### config.mk
export PLATFORM = sky130hd
export DESIGN_NAME = distance_joint_step
export DESIGN_NICKNAME = d
export VERILOG_FILES = /design/src/rtl/djs_pkg.sv /design/src/rtl/djs_mul.sv /design/src/rtl/djs_div.sv /design/src/rtl/djs_isqrt.sv /design/src/rtl/distance_joint_step.sv
export SDC_FILE = /design/constraint.sdc
export NUM_CORES = 2
export LEC_CHECK = 0
export BUFFER_PORTS_ARGS = -buffer_cell sky130_fd_sc_hd__buf_2
export CORE_ASPECT_RATIO = 0.8
export CORE_MARGIN = 4
export CORE_UTILIZATION = 45
export CTS_BUF_LIST = sky130_fd_sc_hd__clkbuf_8
export DETAILED_ROUTE_END_ITERATION = 8
export MAX_ROUTING_LAYER = met4
export PLACE_DENSITY = 0.72
export SLEW_MARGIN = 20
export SYNTH_ARGS = -nofsm -noshare
export SYNTH_HDL_FRONTEND = slang
export SYNTH_HIERARCHICAL = 1
export SYNTH_SLANG_ARGS = --single-unit
### constraint.sdc
create_clock -name i_clk -period 11.5 [get_ports i_clk]
set_input_delay 0 -clock i_clk [delete_from_list [all_inputs] [get_ports i_clk]]
set_output_delay 0 -clock i_clk [all_outputs]
set_load 0.005 [all_outputs]
### src/rtl/djs_pkg.sv
// Shared types, codes and helpers for the distance joint step block.
// No dependencies; imported by the top module distance_joint_step.
`timescale 1ns / 1ps
package djs_pkg;

    typedef enum logic [3:0] {
        ST_IDLE,
        ST_SQX,
        ST_SQY,
        ST_SQRT,
        ST_DECIDE,
        ST_DIRX,
        ST_DIRY,
        ST_SCALE,
        ST_MULX,
        ST_MULY,
        ST_FIN
    } t_state;

    typedef logic [1:0] t_action;

    localparam t_action ACT_NONE   = 2'd0;
    localparam t_action ACT_BROKEN = 2'd1;
    localparam t_action ACT_MOVE   = 2'd2;
    localparam t_action ACT_FORCE  = 2'd3;

    localparam logic CFG_REST = 1'b0;
    localparam logic CFG_MODE = 1'b1;

    localparam int MODE_BREAKABLE = 0;
    localparam int MODE_RIGID     = 1;
    localparam int MODE_RUBBER    = 2;
    localparam int MODE_STRONG    = 3;

    // divide by five as (s * RECIP5) >> RECIP5_SHIFT, exact for s below 2^34
    localparam logic [32:0] RECIP5       = 33'd6871947674;
    localparam int          RECIP5_SHIFT = 35;

    // clamp a wide signed value to the signed 32-bit range
    function automatic logic [31:0] sat32(input logic signed [40:0] v);
        logic [31:0] res;
        if (v > 41'sd2147483647) begin
            res = 32'h7FFF_FFFF;
        end else if (v < -41'sd2147483648) begin
            res = 32'h8000_0000;
        end else begin
            res = v[31:0];
        end
        return res;
    endfunction

endpackage

### src/rtl/djs_mul.sv
// Shift-add multiplier, one partial product per cycle over 33 multiplier bits.
// Depends on nothing but the clock and reset.
`timescale 1ns / 1ps
module djs_mul (
    input  logic        i_clk,
    input  logic        i_rst_n,
    input  logic        i_start,
    input  logic [35:0] i_a,
    input  logic [32:0] i_b,
    output logic        o_done,
    output logic [68:0] o_prod
);
    logic [68:0] r_a;
    logic [32:0] r_b;
    logic [68:0] r_acc;
    logic [5:0]  r_cnt;
    logic        r_busy;
    logic        r_done;

    always_ff @(posedge i_clk) begin
        if (!i_rst_n) begin
            r_busy <= 1'b0;
            r_done <= 1'b0;
            r_cnt  <= '0;
        end else begin
            r_done <= 1'b0;
            if (i_start) begin
                r_busy <= 1'b1;
                r_cnt  <= '0;
            end else if (r_busy) begin
                r_cnt <= r_cnt + 6'd1;
                if (r_cnt == 6'd32) begin
                    r_busy <= 1'b0;
                    r_done <= 1'b1;
                end
            end
        end
    end

    always_ff @(posedge i_clk) begin
        if (i_start) begin
            r_a   <= 69'(i_a);
            r_b   <= i_b;
            r_acc <= '0;
        end else if (r_busy) begin
            if (r_b[0]) begin
                r_acc <= r_acc + r_a;
            end
            r_a <= {r_a[67:0], 1'b0};
            r_b <= {1'b0, r_b[32:1]};
        end
    end

    assign o_done = r_done;
    assign o_prod = r_acc;
endmodule

### src/rtl/djs_div.sv
// Restoring divider, one quotient bit per cycle, dividend fed MSB first.
// Depends on nothing but the clock and reset.
`timescale 1ns / 1ps
module djs_div (
    input  logic        i_clk,
    input  logic        i_rst_n,
    input  logic        i_start,
    input  logic [63:0] i_num,
    input  logic [32:0] i_den,
    input  logic [6:0]  i_steps,
    output logic        o_done,
    output logic [35:0] o_quo
);
    logic [63:0] r_num;
    logic [32:0] r_den;
    logic [32:0] r_rem;
    logic [35:0] r_quo;
    logic [6:0]  r_left;
    logic        r_busy;
    logic        r_done;
    logic [33:0] rem2;
    logic        ge;

    assign rem2 = {r_rem, r_num[63]};
    assign ge   = rem2 >= {1'b0, r_den};

    always_ff @(posedge i_clk) begin
        if (!i_rst_n) begin
            r_busy <= 1'b0;
            r_done <= 1'b0;
            r_left <= '0;
        end else begin
            r_done <= 1'b0;
            if (i_start) begin
                r_busy <= 1'b1;
                r_left <= i_steps;
            end else if (r_busy) begin
                r_left <= r_left - 7'd1;
                if (r_left == 7'd1) begin
                    r_busy <= 1'b0;
                    r_done <= 1'b1;
                end
            end
        end
    end

    always_ff @(posedge i_clk) begin
        if (i_start) begin
            r_num <= i_num;
            r_den <= i_den;
            r_rem <= '0;
            r_quo <= '0;
        end else if (r_busy) begin
            r_num <= {r_num[62:0], 1'b0};
            r_quo <= {r_quo[34:0], ge};
            r_rem <= ge ? 33'(rem2 - {1'b0, r_den}) : rem2[32:0];
        end
    end

    assign o_done = r_done;
    assign o_quo  = r_quo;
endmodule

### src/rtl/djs_isqrt.sv
// Digit-by-digit floor square root of a 66-bit radicand, one root bit a cycle.
// Depends on nothing but the clock and reset.
`timescale 1ns / 1ps
module djs_isqrt (
    input  logic        i_clk,
    input  logic        i_rst_n,
    input  logic        i_start,
    input  logic [65:0] i_rad,
    output logic        o_done,
    output logic [32:0] o_root
);
    logic [65:0] r_rad;
    logic [36:0] r_rem;
    logic [32:0] r_root;
    logic [5:0]  r_cnt;
    logic        r_busy;
    logic        r_done;
    logic [36:0] rem2;
    logic [36:0] trial;
    logic        ge;

    assign rem2  = {r_rem[34:0], r_rad[65:64]};
    assign trial = {2'b00, r_root, 2'b01};
    assign ge    = rem2 >= trial;

    always_ff @(posedge i_clk) begin
        if (!i_rst_n) begin
            r_busy <= 1'b0;
            r_done <= 1'b0;
            r_cnt  <= '0;
        end else begin
            r_done <= 1'b0;
            if (i_start) begin
                r_busy <= 1'b1;
                r_cnt  <= '0;
            end else if (r_busy) begin
                r_cnt <= r_cnt + 6'd1;
                if (r_cnt == 6'd32) begin
                    r_busy <= 1'b0;
                    r_done <= 1'b1;
                end
            end
        end
    end

    always_ff @(posedge i_clk) begin
        if (i_start) begin
            r_rad  <= i_rad;
            r_rem  <= '0;
            r_root <= '0;
        end else if (r_busy) begin
            r_rad  <= {r_rad[63:0], 2'b00};
            r_rem  <= ge ? rem2 - trial : rem2;
            r_root <= {r_root[31:0], ge};
        end
    end

    assign o_done = r_done;
    assign o_root = r_root;
endmodule

### src/rtl/distance_joint_step.sv
// Distance joint step: separation, root, direction and spring/rigid response.
// Steps for an accepted input beat: square both separations, add them, take the root and decide
// on the length, which alone settles an idle or broken result; a correction or force then divides
// each separation by the length for the direction (both divides skipped when the points coincide),
// scales the magnitude by the rubberband factor when needed and multiplies it by each component.
// A new input is taken only in the idle state; reset clears control and broken latch.
`timescale 1ns / 1ps
module distance_joint_step #(
    parameter int FRAC_BITS = 16
) (
    input  logic         i_clk,
    input  logic         i_rst_n,
    // slave side, tdata: point_a_x, point_a_y, point_b_x, point_b_y
    input  logic         i_s_axis_tvalid,
    output logic         o_s_axis_tready,
    input  logic [127:0] i_s_axis_tdata,
    // tuser: a_pinned, b_pinned
    input  logic [1:0]   i_s_axis_tuser,
    // master side, tdata: vec_a_x, vec_a_y, vec_b_x, vec_b_y
    output logic         o_m_axis_tvalid,
    input  logic         i_m_axis_tready,
    output logic [127:0] o_m_axis_tdata,
    // tuser: action[1:0], apply_a, apply_b
    output logic [3:0]   o_m_axis_tuser,
    // configuration writes
    input  logic         i_cfg_valid,
    output logic         o_cfg_ready,
    input  logic         i_cfg_index,
    input  logic [30:0]  i_cfg_data
);
    import djs_pkg::*;

    localparam int TOL_RAW = ((1 << FRAC_BITS) + 500) / 1000;
    localparam int TOL     = (TOL_RAW < 1) ? 1 : TOL_RAW;
    localparam int DIR_STEPS = 33 + FRAC_BITS;

    // configuration and persistent state
    logic [30:0] r_rest;
    logic [3:0]  r_mode;
    logic        r_broken;

    // per-item working registers
    t_state             r_state, n_state;
    logic               r_launch;
    logic signed [31:0] r_ax, r_ay, r_bx, r_by;
    logic               r_pa, r_pb;
    logic signed [32:0] r_dx, r_dy;
    logic [65:0]        r_sq;
    logic [32:0]        r_len;
    logic [35:0]        r_m;
    logic [32:0]        r_ux, r_uy;
    logic [39:0]        r_px, r_py;
    t_action            r_act;
    logic               r_early;
    logic               r_compress;

    // output register
    logic         r_ovalid;
    logic [127:0] r_odata;
    logic [3:0]   r_ouser;

    // shared unit hookups
    logic        mul_start, div_start, sqrt_start;
    logic        mul_done, div_done, sqrt_done;
    logic [35:0] mul_a;
    logic [32:0] mul_b;
    logic [68:0] mul_prod;
    logic [63:0] div_num;
    logic [32:0] div_den;
    logic [6:0]  div_steps;
    logic [35:0] div_quo;
    logic [32:0] sqrt_root;

    logic        s_acc, slot_free;
    logic [32:0] mx, my;

    assign s_acc     = i_s_axis_tvalid && o_s_axis_tready;
    assign slot_free = !r_ovalid || i_m_axis_tready;
    assign mx        = r_dx[32] ? 33'(-r_dx) : r_dx;
    assign my        = r_dy[32] ? 33'(-r_dy) : r_dy;

    // ---------------- decision on the measured length ----------------
    logic signed [34:0] diff;
    logic [33:0]        adiff;
    logic [33:0]        s2;
    logic [35:0]        s_strong;
    logic [33:0]        s_fifth;
    logic               within_tol, do_break, rubber_push;
    logic               rigid, rubber, mode_strong;

    assign rigid       = r_mode[MODE_RIGID];
    assign rubber      = r_mode[MODE_RUBBER];
    assign mode_strong = r_mode[MODE_STRONG];

    assign diff        = $signed({4'b0, r_rest}) - $signed({2'b0, r_len});
    assign adiff       = diff[34] ? 34'(-diff) : diff[33:0];
    assign within_tol  = adiff < 34'(TOL);
    assign do_break    = r_mode[MODE_BREAKABLE] && (adiff > {1'b0, r_rest, 2'b00});
    // compressed rubberband pushes nothing
    assign rubber_push = !rigid && rubber && !diff[34];
    assign s2          = {adiff[32:0], 1'b0};
    assign s_strong    = 36'(s2) + {1'b0, s2, 1'b0};
    // rubberband force: twice the error over five, taken from the reciprocal product
    assign s_fifth     = mul_prod[RECIP5_SHIFT +: 34];

    // ---------------- sequencer: next state ----------------
    always_comb begin
        n_state = r_state;
        case (r_state)
            ST_IDLE: begin
                if (s_acc) n_state = ST_SQX;
            end
            ST_SQX: begin
                if (mul_done) n_state = ST_SQY;
            end
            ST_SQY: begin
                if (mul_done) n_state = ST_SQRT;
            end
            ST_SQRT: begin
                if (sqrt_done) n_state = ST_DECIDE;
            end
            ST_DECIDE: begin
                if (r_broken || within_tol || do_break || rubber_push) begin
                    n_state = ST_FIN;
                end else if (r_len != '0) begin
                    n_state = ST_DIRX;
                end else if (!rigid && rubber) begin
                    n_state = ST_SCALE;
                end else begin
                    n_state = ST_MULX;
                end
            end
            ST_DIRX: begin
                if (div_done) n_state = ST_DIRY;
            end
            ST_DIRY: begin
                if (div_done) n_state = (!rigid && rubber) ? ST_SCALE : ST_MULX;
            end
            ST_SCALE: begin
                if (mul_done) n_state = ST_MULX;
            end
            ST_MULX: begin
                if (mul_done) n_state = ST_MULY;
            end
            ST_MULY: begin
                if (mul_done) n_state = ST_FIN;
            end
            ST_FIN: begin
                if (slot_free) n_state = ST_IDLE;
            end
            default: n_state = ST_IDLE;
        endcase
    end

    // ---------------- sequencer: unit launches and operands ----------------
    always_comb begin
        mul_start  = 1'b0;
        div_start  = 1'b0;
        sqrt_start = 1'b0;
        mul_a      = 36'(mx);
        mul_b      = mx;
        div_num    = {mx, 31'b0};
        div_den    = r_len;
        div_steps  = 7'(DIR_STEPS);
        case (r_state)
            ST_SQX: begin
                mul_start = !r_launch;
            end
            ST_SQY: begin
                mul_start = !r_launch;
                mul_a     = 36'(my);
                mul_b     = my;
            end
            ST_SQRT: begin
                sqrt_start = !r_launch;
            end
            ST_DIRX: begin
                div_start = !r_launch;
            end
            ST_DIRY: begin
                div_start = !r_launch;
                div_num   = {my, 31'b0};
            end
            ST_SCALE: begin
                mul_start = !r_launch;
                mul_a     = r_m;
                mul_b     = RECIP5;
            end
            ST_MULX: begin
                mul_start = !r_launch;
                mul_a     = r_m;
                mul_b     = r_ux;
            end
            ST_MULY: begin
                mul_start = !r_launch;
                mul_a     = r_m;
                mul_b     = r_uy;
            end
            default: begin
                mul_start = 1'b0;
            end
        endcase
    end

    assign o_s_axis_tready = (r_state == ST_IDLE);
    assign o_cfg_ready     = 1'b1;

    // ---------------- result assembly ----------------
    logic signed [40:0] pxs, pys, uax, uay;
    logic signed [40:0] axe, aye, bxe, bye;
    logic signed [32:0] sumx, sumy;
    logic signed [40:0] cx, cy;
    logic signed [40:0] va_x, va_y, vb_x, vb_y;
    logic               ea, eb;
    t_action            act;

    assign pxs  = $signed({1'b0, r_px});
    assign pys  = $signed({1'b0, r_py});
    assign uax  = r_dx[32] ? -pxs : pxs;
    assign uay  = r_dy[32] ? -pys : pys;
    assign axe  = 41'(r_ax);
    assign aye  = 41'(r_ay);
    assign bxe  = 41'(r_bx);
    assign bye  = 41'(r_by);
    assign sumx = 33'(r_ax) + 33'(r_bx);
    assign sumy = 33'(r_ay) + 33'(r_by);
    // midpoint, halved toward zero
    assign cx   = 41'((sumx + $signed({32'b0, sumx[32]})) >>> 1);
    assign cy   = 41'((sumy + $signed({32'b0, sumy[32]})) >>> 1);

    always_comb begin
        va_x = '0;
        va_y = '0;
        vb_x = '0;
        vb_y = '0;
        ea   = 1'b0;
        eb   = 1'b0;
        act  = r_act;
        if (!r_early) begin
            if (rigid) begin
                act = ACT_MOVE;
                if (r_pa) begin
                    eb   = 1'b1;
                    vb_x = axe + uax;
                    vb_y = aye + uay;
                end else if (r_pb) begin
                    ea   = 1'b1;
                    va_x = bxe - uax;
                    va_y = bye - uay;
                end else begin
                    ea   = 1'b1;
                    eb   = 1'b1;
                    va_x = cx - uax;
                    va_y = cy - uay;
                    vb_x = cx + uax;
                    vb_y = cy + uay;
                end
            end else begin
                act = ACT_FORCE;
                ea  = 1'b1;
                eb  = 1'b1;
                if (!r_compress) begin
                    // stretched: pull the ends together
                    va_x = uax;
                    va_y = uay;
                    vb_x = -uax;
                    vb_y = -uay;
                end else begin
                    va_x = -uax;
                    va_y = -uay;
                    vb_x = uax;
                    vb_y = uay;
                end
            end
        end
    end

    // ---------------- control registers ----------------
    always_ff @(posedge i_clk) begin
        if (!i_rst_n) begin
            r_state  <= ST_IDLE;
            r_launch <= 1'b0;
            r_broken <= 1'b0;
            r_rest   <= '0;
            r_mode   <= '0;
            r_ovalid <= 1'b0;
        end else begin
            r_state  <= n_state;
            // hold the launch flag until the state moves on
            r_launch <= (r_state == n_state) ? (r_launch | mul_start | div_start | sqrt_start)
                                             : 1'b0;
            if (i_cfg_valid && o_cfg_ready) begin
                case (i_cfg_index)
                    CFG_REST: r_rest <= i_cfg_data;
                    CFG_MODE: r_mode <= i_cfg_data[3:0];
                    default:  r_mode <= r_mode;
                endcase
            end
            if (r_state == ST_DECIDE && !r_broken && !within_tol && do_break) begin
                r_broken <= 1'b1;
            end
            if (r_state == ST_FIN && slot_free) begin
                r_ovalid <= 1'b1;
            end else if (i_m_axis_tready) begin
                r_ovalid <= 1'b0;
            end
        end
    end

    // ---------------- datapath registers ----------------
    always_ff @(posedge i_clk) begin
        case (r_state)
            ST_IDLE: begin
                if (s_acc) begin
                    r_ax <= $signed(i_s_axis_tdata[31:0]);
                    r_ay <= $signed(i_s_axis_tdata[63:32]);
                    r_bx <= $signed(i_s_axis_tdata[95:64]);
                    r_by <= $signed(i_s_axis_tdata[127:96]);
                    r_pa <= i_s_axis_tuser[0];
                    r_pb <= i_s_axis_tuser[1];
                    r_dx <= 33'($signed(i_s_axis_tdata[95:64]))
                          - 33'($signed(i_s_axis_tdata[31:0]));
                    r_dy <= 33'($signed(i_s_axis_tdata[127:96]))
                          - 33'($signed(i_s_axis_tdata[63:32]));
                end
            end
            ST_SQX: begin
                if (mul_done) r_sq <= mul_prod[65:0];
            end
            ST_SQY: begin
                if (mul_done) r_sq <= r_sq + mul_prod[65:0];
            end
            ST_SQRT: begin
                if (sqrt_done) r_len <= sqrt_root;
            end
            ST_DECIDE: begin
                r_ux       <= '0;
                r_uy       <= '0;
                r_compress <= !diff[34];
                r_early    <= 1'b1;
                // a length within tolerance answers nothing, even on a breakable joint
                if (r_broken || (!within_tol && do_break)) begin
                    r_act <= ACT_BROKEN;
                end else if (within_tol || rubber_push) begin
                    r_act <= ACT_NONE;
                end else begin
                    r_act   <= ACT_NONE;
                    r_early <= 1'b0;
                end
                if (rigid) begin
                    r_m <= (r_pa || r_pb) ? 36'(r_rest) : 36'(r_rest[30:1]);
                end else if (rubber) begin
                    r_m <= 36'(s2);
                end else begin
                    r_m <= mode_strong ? s_strong : 36'(s2);
                end
            end
            ST_DIRX: begin
                if (div_done) r_ux <= div_quo[32:0];
            end
            ST_DIRY: begin
                if (div_done) r_uy <= div_quo[32:0];
            end
            ST_SCALE: begin
                if (mul_done) begin
                    r_m <= mode_strong ? 36'(s_fifth) + {1'b0, s_fifth, 1'b0}
                                       : 36'(s_fifth);
                end
            end
            ST_MULX: begin
                if (mul_done) r_px <= mul_prod[FRAC_BITS +: 40];
            end
            ST_MULY: begin
                if (mul_done) r_py <= mul_prod[FRAC_BITS +: 40];
            end
            ST_FIN: begin
                if (slot_free) begin
                    r_odata <= {sat32(vb_y), sat32(vb_x), sat32(va_y), sat32(va_x)};
                    r_ouser <= {eb, ea, act};
                end
            end
            default: begin
                r_m <= r_m;
            end
        endcase
    end

    assign o_m_axis_tvalid = r_ovalid;
    assign o_m_axis_tdata  = r_odata;
    assign o_m_axis_tuser  = r_ouser;

    // ---------------- shared units ----------------
    djs_mul u_mul (
        .i_clk   (i_clk),
        .i_rst_n (i_rst_n),
        .i_start (mul_start),
        .i_a     (mul_a),
        .i_b     (mul_b),
        .o_done  (mul_done),
        .o_prod  (mul_prod)
    );

    djs_div u_div (
        .i_clk   (i_clk),
        .i_rst_n (i_rst_n),
        .i_start (div_start),
        .i_num   (div_num),
        .i_den   (div_den),
        .i_steps (div_steps),
        .o_done  (div_done),
        .o_quo   (div_quo)
    );

    djs_isqrt u_isqrt (
        .i_clk   (i_clk),
        .i_rst_n (i_rst_n),
        .i_start (sqrt_start),
        .i_rad   (r_sq),
        .o_done  (sqrt_done),
        .o_root  (sqrt_root)
    );

`ifndef SYNTHESIS
    // once broken, the joint stays broken until reset
    assert property (@(posedge i_clk) disable iff (!i_rst_n) r_broken |=> r_broken)
        else $error("broken latch cleared");

    // idle and broken results carry no vectors
    assert property (@(posedge i_clk) disable iff (!i_rst_n)
        o_m_axis_tvalid && (o_m_axis_tuser[1:0] == ACT_NONE ||
                            o_m_axis_tuser[1:0] == ACT_BROKEN)
        |-> o_m_axis_tuser[3:2] == 2'b00)
        else $error("vector applied on a no-op result");

    // a position correction always moves at least one end
    assert property (@(posedge i_clk) disable iff (!i_rst_n)
        o_m_axis_tvalid && o_m_axis_tuser[1:0] == ACT_MOVE |-> o_m_axis_tuser[3:2] != 2'b00)
        else $error("correction without a moved end");

    // the multiplier only finishes while the sequencer waits on it
    assert property (@(posedge i_clk) disable iff (!i_rst_n)
        mul_done |-> (r_state == ST_SQX || r_state == ST_SQY || r_state == ST_SCALE ||
                      r_state == ST_MULX || r_state == ST_MULY))
        else $error("stray multiplier completion");
`endif
endmodule
== Word-level counts from Yosys, hierarchy flattened ==
Cells that the tools add are included.
W data, S select, Z words.
Storage, ports and cells
  flip-flop bits (word level): 1148
  bits of input ports: 167
  output and inout port bits: 135
  word-level logic and storage cells: 272
Cells by class
  eq/ne operators: 19
  bitwise operators: 8
  mux-type cells: 97
  reductions and logical operators: 54
  $lt $le $gt $ge: 12
  add/sub/neg operators: 31
Operator list (number)
  $mux W41: 22
  $mux W66: 4
  $mux W36: 7
  $mux W33: 6
  $mux W64: 3
  $gt A41 B32 Y1 const B: 4
  $lt A41 B32 Y1 const B: 4
  $pmux W36 S2: 2
  $pmux W33 S2: 2
  $pmux W33 S4: 1
  $pmux W66 S2: 1
  $mux W32: 4
  $add A32 B41 Y41: 2
  $add A33 B41 Y41: 2
  $neg A40 Y41: 2
  $neg A41 Y41: 2
  $sub A32 B41 Y41: 2
  $sub A33 B41 Y41: 2
  $add A34 B35 Y36: 2
  $add A69 B69 Y69: 1
  $add A33 B2 Y34: 2
  $add A32 B32 Y33: 2
  $add A66 B66 Y66: 1
  $neg A33 Y33: 2
  40 further kinds: 139

== Depth between registers and ports, before layout ==
  word-level depth: 11
  gate-level depth with buffers: 36
  depth with buffers taken out: 35

== Cells and area by module ==
Netlist, hierarchy kept.
Modules (own cells, without submodules)
  distance_joint_step: sequential area each 19218.4 um^2, area an instance 65459.0 um^2, instances 1, cells an instance 7660
  djs_mul: sequential area each 4274.1 um^2, area an instance 11053.1 um^2, instances 1, cells an instance 1220
  djs_div: sequential area each 4474.3 um^2, area an instance 8911.0 um^2, instances 1, cells an instance 827
  djs_isqrt: sequential area each 3503.4 um^2, area an instance 7973.9 um^2, instances 1, cells an instance 761

== Worst setup path after synthesis ==
Ideal clock, no wire load.
  kind: register to register
  start: reg r_state[3]
  end: reg r_odata[0], in the netlist o_m_axis_tdata[0], enable pin
  path buffers: 2
  data arrival time: 9824 ps
  slack: 891 ps
  data required time: 10715 ps
  period minus slack after synthesis: 10609 ps
  setup time: 785 ps
  stages on the path, launching flop included: 5
  path through: dfxtp_1 clkbuf_1 nand2b_1 clkbuf_1 nor3_1
On the way
  word-level cells in the longest chain between the ends: 2
Ends and longest elaborated chain
  start, declared: RTL line distance_joint_step.sv:43  | t_state r_state, n_state;
  start signal, assigned: RTL line distance_joint_step.sv:288  | r_state <= n_state;
  $eq A4 B4 Y1: RTL line distance_joint_step.sv:312  | case (r_state)
  $reduce_and A2 Y1 (no line)
  end signal, assigned: RTL line distance_joint_step.sv:378  | r_odata <= {sat32(vb_y), sat32(vb_x), sat32(va_y), sat32(va_x)};
  end, declared: RTL line distance_joint_step.sv:59  | logic [127:0] r_odata;
Every way passes these cells.
A chain may end at the register's enable or synchronous reset.

== Worst setup path in the final report ==
  start: reg r_ax[0]
  end: reg r_odata[21], in the netlist o_m_axis_tdata[21] (data pin)
On the way
  word-level cells in the longest chain between the ends: 9
  elaborated cells between the ends (all ways): 10
  classes of those cells: add/sub: 3; order compare: 2; mux: 5
Ends and longest elaborated chain
  start, declared: RTL line distance_joint_step.sv:45  | logic signed [31:0] r_ax, r_ay, r_bx, r_by;
  start signal, assigned: RTL line distance_joint_step.sv:315  | r_ax <= $signed(i_s_axis_tdata[31:0]);
  $add A32 B32 Y33 (*): RTL line distance_joint_step.sv:225  | assign sumx = 33'(r_ax) + 33'(r_bx);
  $add A33 B2 Y34 (*): RTL line distance_joint_step.sv:228  | assign cx = 41'((sumx + $signed({32'b0, sumx[32]})) >>> 1);
  $sub A33 B41 Y41 (*): RTL line distance_joint_step.sv:253  | va_x = cx - uax;
  $mux W41 (*): RTL line distance_joint_step.sv:246  | end else if (r_pb) begin
  $mux W41 (*): RTL line distance_joint_step.sv:242  | if (r_pa) begin
  $mux W41 (*): RTL line distance_joint_step.sv:240  | if (rigid) begin
  $mux W41 (*): RTL line distance_joint_step.sv:239  | if (!r_early) begin
  $lt A41 B32 Y1: RTL line djs_pkg.sv:44  | end else if (v < -41'sd2147483648) begin
  $mux W32: RTL line djs_pkg.sv:44
Mark *: on every way between the ends. The rest lies on a longest branch, timed or not.

==> results by group <==
Clocking
  – Longest Clk Path Bufs: 3
  – TritonCTS clock tree: yes
  – Root Driver: clkbuf_8
  – CTS buffer count: 191
  – Postcts setup bufs: 0
  – CTS Sinks: 1147
  – H-Tree Level Count: 4
  – Clk_lat worst skew: 0.99 ns
  – Reg clk slew, reported paths: 0.07 ns

Status
  – Run status: finished clean

Worst setup path
  – Worst EP required: 12.15 ns
  – CP top delay family: compound AO/OA/AOI/OAI gates
  – Worst r2r src: r_ax[0]
  – R2r worst-path depth: 30
  – Setup crit start: r_ax[0]
  – R2r setup slk: 1.49 ns
  – Buf/Inv on CP: 1
  – Most frequent CP cell: o21ai_0
  – Reg2reg end: o_m_axis_tdata[21]
  – Critical path fanouts, max: 15
  – Slowest CP cell: o21ai_0
  – Startpoint Class: register
  – Crit end category: register
  – CP Class: reg -> reg
  – Critical Path End: o_m_axis_tdata[21]
  – Critical path's largest stage delay: 0.96 ns
  – Worst EP arrival: 10.66 ns
  – Number of cells on the critical path: 30

Min path
  – Hold depth: 4
  – Hold WC Path Type: in -> reg

Route
  – Total wire length: 334 mm
  – Routed vias: 85900
  – DR pass1 iterations: 7
  – Per-cell routed wire length: 24.0 um
  – Post-route DRC: 0
  – Via density: 6.16
  – Initial DRC Count: 10100
  – Routed Antenna Nets: 0

Placement
  – Final HPWL from detailed placement: 253 mm
  – Placed Cells: 13200
  – # port buffers: 300
  – Cell Area, Placed: 97700 um^2
  – Global placer's final weighted congestion: 1.03

Power
  – Clk network pwr share: 25.7%
  – Comb pwr share: 42.1%
  – Internal power: 9.33 mW
  – Total power: 15.4 mW
  – Leakage power: 42.4 nW
  – Max VDD drop: 0.000128 V
  – Switch share: 39.5%
  – Switching pwr: 6.10 mW
  – PD cells: 146 nW/um^2
  – Sequential share of power: 32.2%

Global routing
  – First-pass GRT wire length: 496 mm
  – Global route overflow: 0
  – GRT Total Usage: 30.7%
  – Largest net degree at the start of global routing: 180
  – Initial antenna violation count: 14
  – Vias in the first global route: 80400

Timing
  – Max-slew violation count: 0
  – Setup TNS: 0 ns
  – Hold slack: 0.111 ns
  – Max Clk Rate: 0.0999 GHz
  – Tmin final: 10.01 ns
  – Fin crit share: 87.1%
  – Final setup fails: 0
  – RSZ-0062 raised after global routing: no
  – Rel. slew slack: 14.7%
  – Fin Clk Skew: 0.0605 ns
  – Slew at the pin with the worst max-slew slack: 1.27 ns
  – Final Hold Fails: 0

Cells and area
  – Final Cell Area: 106000 um^2
  – Post-Layout Cell Count: 13900
  – Nets: 12000
  – Layout area overhead: 13.3%
  – Layout cells sized above 1: 10.4%

Floorplan
  – Die ar.: 215000 um^2
  – Rows: 149
  – Core Box Area: 206000 um^2
  – Die height: 415 um
  – Width of the die: 517 um
  – Initial Util: 45.2%
  – Ports: 302

Job
  – Max-cap violations: 0

Synth
  – Yosys Warn Count: 6
  – Post-Syn Area: 93300 um^2
  – Post-synthesis instance total: 10500
  – Syn Area/Cell: 8.92 um^2
==> sequential cells by signal, summed over array words and instances, names as in the netlist, 40 cells and up <==
name and cells:
o_m_axis_tdata 128, r_px 40, r_py 40, r_sq 66
u_div/r_num 64, u_isqrt/r_rad 66, u_mul/o_prod 69, u_mul/r_a 69
==> layer usage <==
layer	track usage, %	up-vias	routed length (um)	part of all wire [%]
met2	45.2	4144	144000	43
met1	41.5	41200	143000	43
met4	13.7	0	17600	5.3
li1	-	39900	-	-
met5	-	-	0	0
met3	4.88	702	30100	9.0
==> cell usage in the layout (no fill, tap or decap), types with 98 or more instances in the layout <==
cell	count
nand2_1	990
edfxtp_1	844
a21oi_1	808
ha_1	730
nor2_1	727
o21ai_0	586
inv_1	581
xnor2_1	554
dlygate4sd3_1	383
xor2_1	347
a21o_1	338
buf_2	300
dfxtp_1	298
mux2_2	262
mux2i_1	214
clkbuf_8	214
nand3_1	208
nor3_1	186
a211oi_1	135
nand2b_1	129
and3_1	123
a31oi_1	120
buf_4	113
o31ai_1	104
nand4_1	103
and2_1	102
nor2b_1	99
o21a_1	98
==> worst register-to-register path: cells and delay by family (launching register included) <==
family | cells | cell delay (ns)
buffers and inverters | 1 | 0.08
XOR/XNOR | 1 | 0.32
adder cells (fa/ha/maj) | 4 | 1.39
flip-flops | 1 | 0.40
AO/OA/AOI/OAI | 16 | 5.13
AND/OR/NAND/NOR | 8 | 2.40
==> worst min path at each step <==
stage | from | endpoint | slack [ns]
after floorplan | i_s_axis_tdata[0] | r_ax[0] | 0.1
after detailed placement | i_s_axis_tdata[22] | r_ax[22] | 0.19
after global placement | i_s_axis_tuser[0] | r_pa | 0.19
after global routing | i_m_axis_tready | o_m_axis_tvalid | 0.07
after CTS | i_s_axis_tvalid | r_state[0] | 0.01
final | i_s_axis_tdata[127] | r_dy[32] | 0.11
==> what timing repair did <==
action	in CTS	in global routing
hold buffers	383	0
endpoints found under the setup margin	0	0
resized for setup	0	0
endpoints found under the hold margin	317	0
==> power by group through the flow <==
stage               Clock, mW  Combinational [mW]  Sequential, mW
CTS                      4.04                6.35            4.95
global placement            0                6.12            5.03
floorplan                   0                4.60            4.90
detailed placement          0                6.20            5.04
global route             4.24                7.05            4.97
finish                   3.97                6.50            4.96
==> cell type report <==
type / count / area [um^2]
Fill cell: 19000 / 101000
Timing Repair Buffer: 801 / 6290
Clock inverter: 148 / 1170
Tap cell: 2718 / 3400
Antenna cell: 10 / 25.0
Multi-Input combinational cell: 8367 / 58400
Sequential cell: 1147 / 31400
Inverter: 537 / 2020
Clock buffer: 214 / 2950
==> through the flow <==
stage	util, %	setup slack (ns)
2_1_floorplan	-	0.891
3_5_place_dp	47.4	1.81
5_1_grt	51.2	0.722
4_1_cts	51.2	1.73
3_3_place_gp	47.3	1.87
6_report	51.3	1.49
No activity file was read; power rests on OpenSTA's default activity.
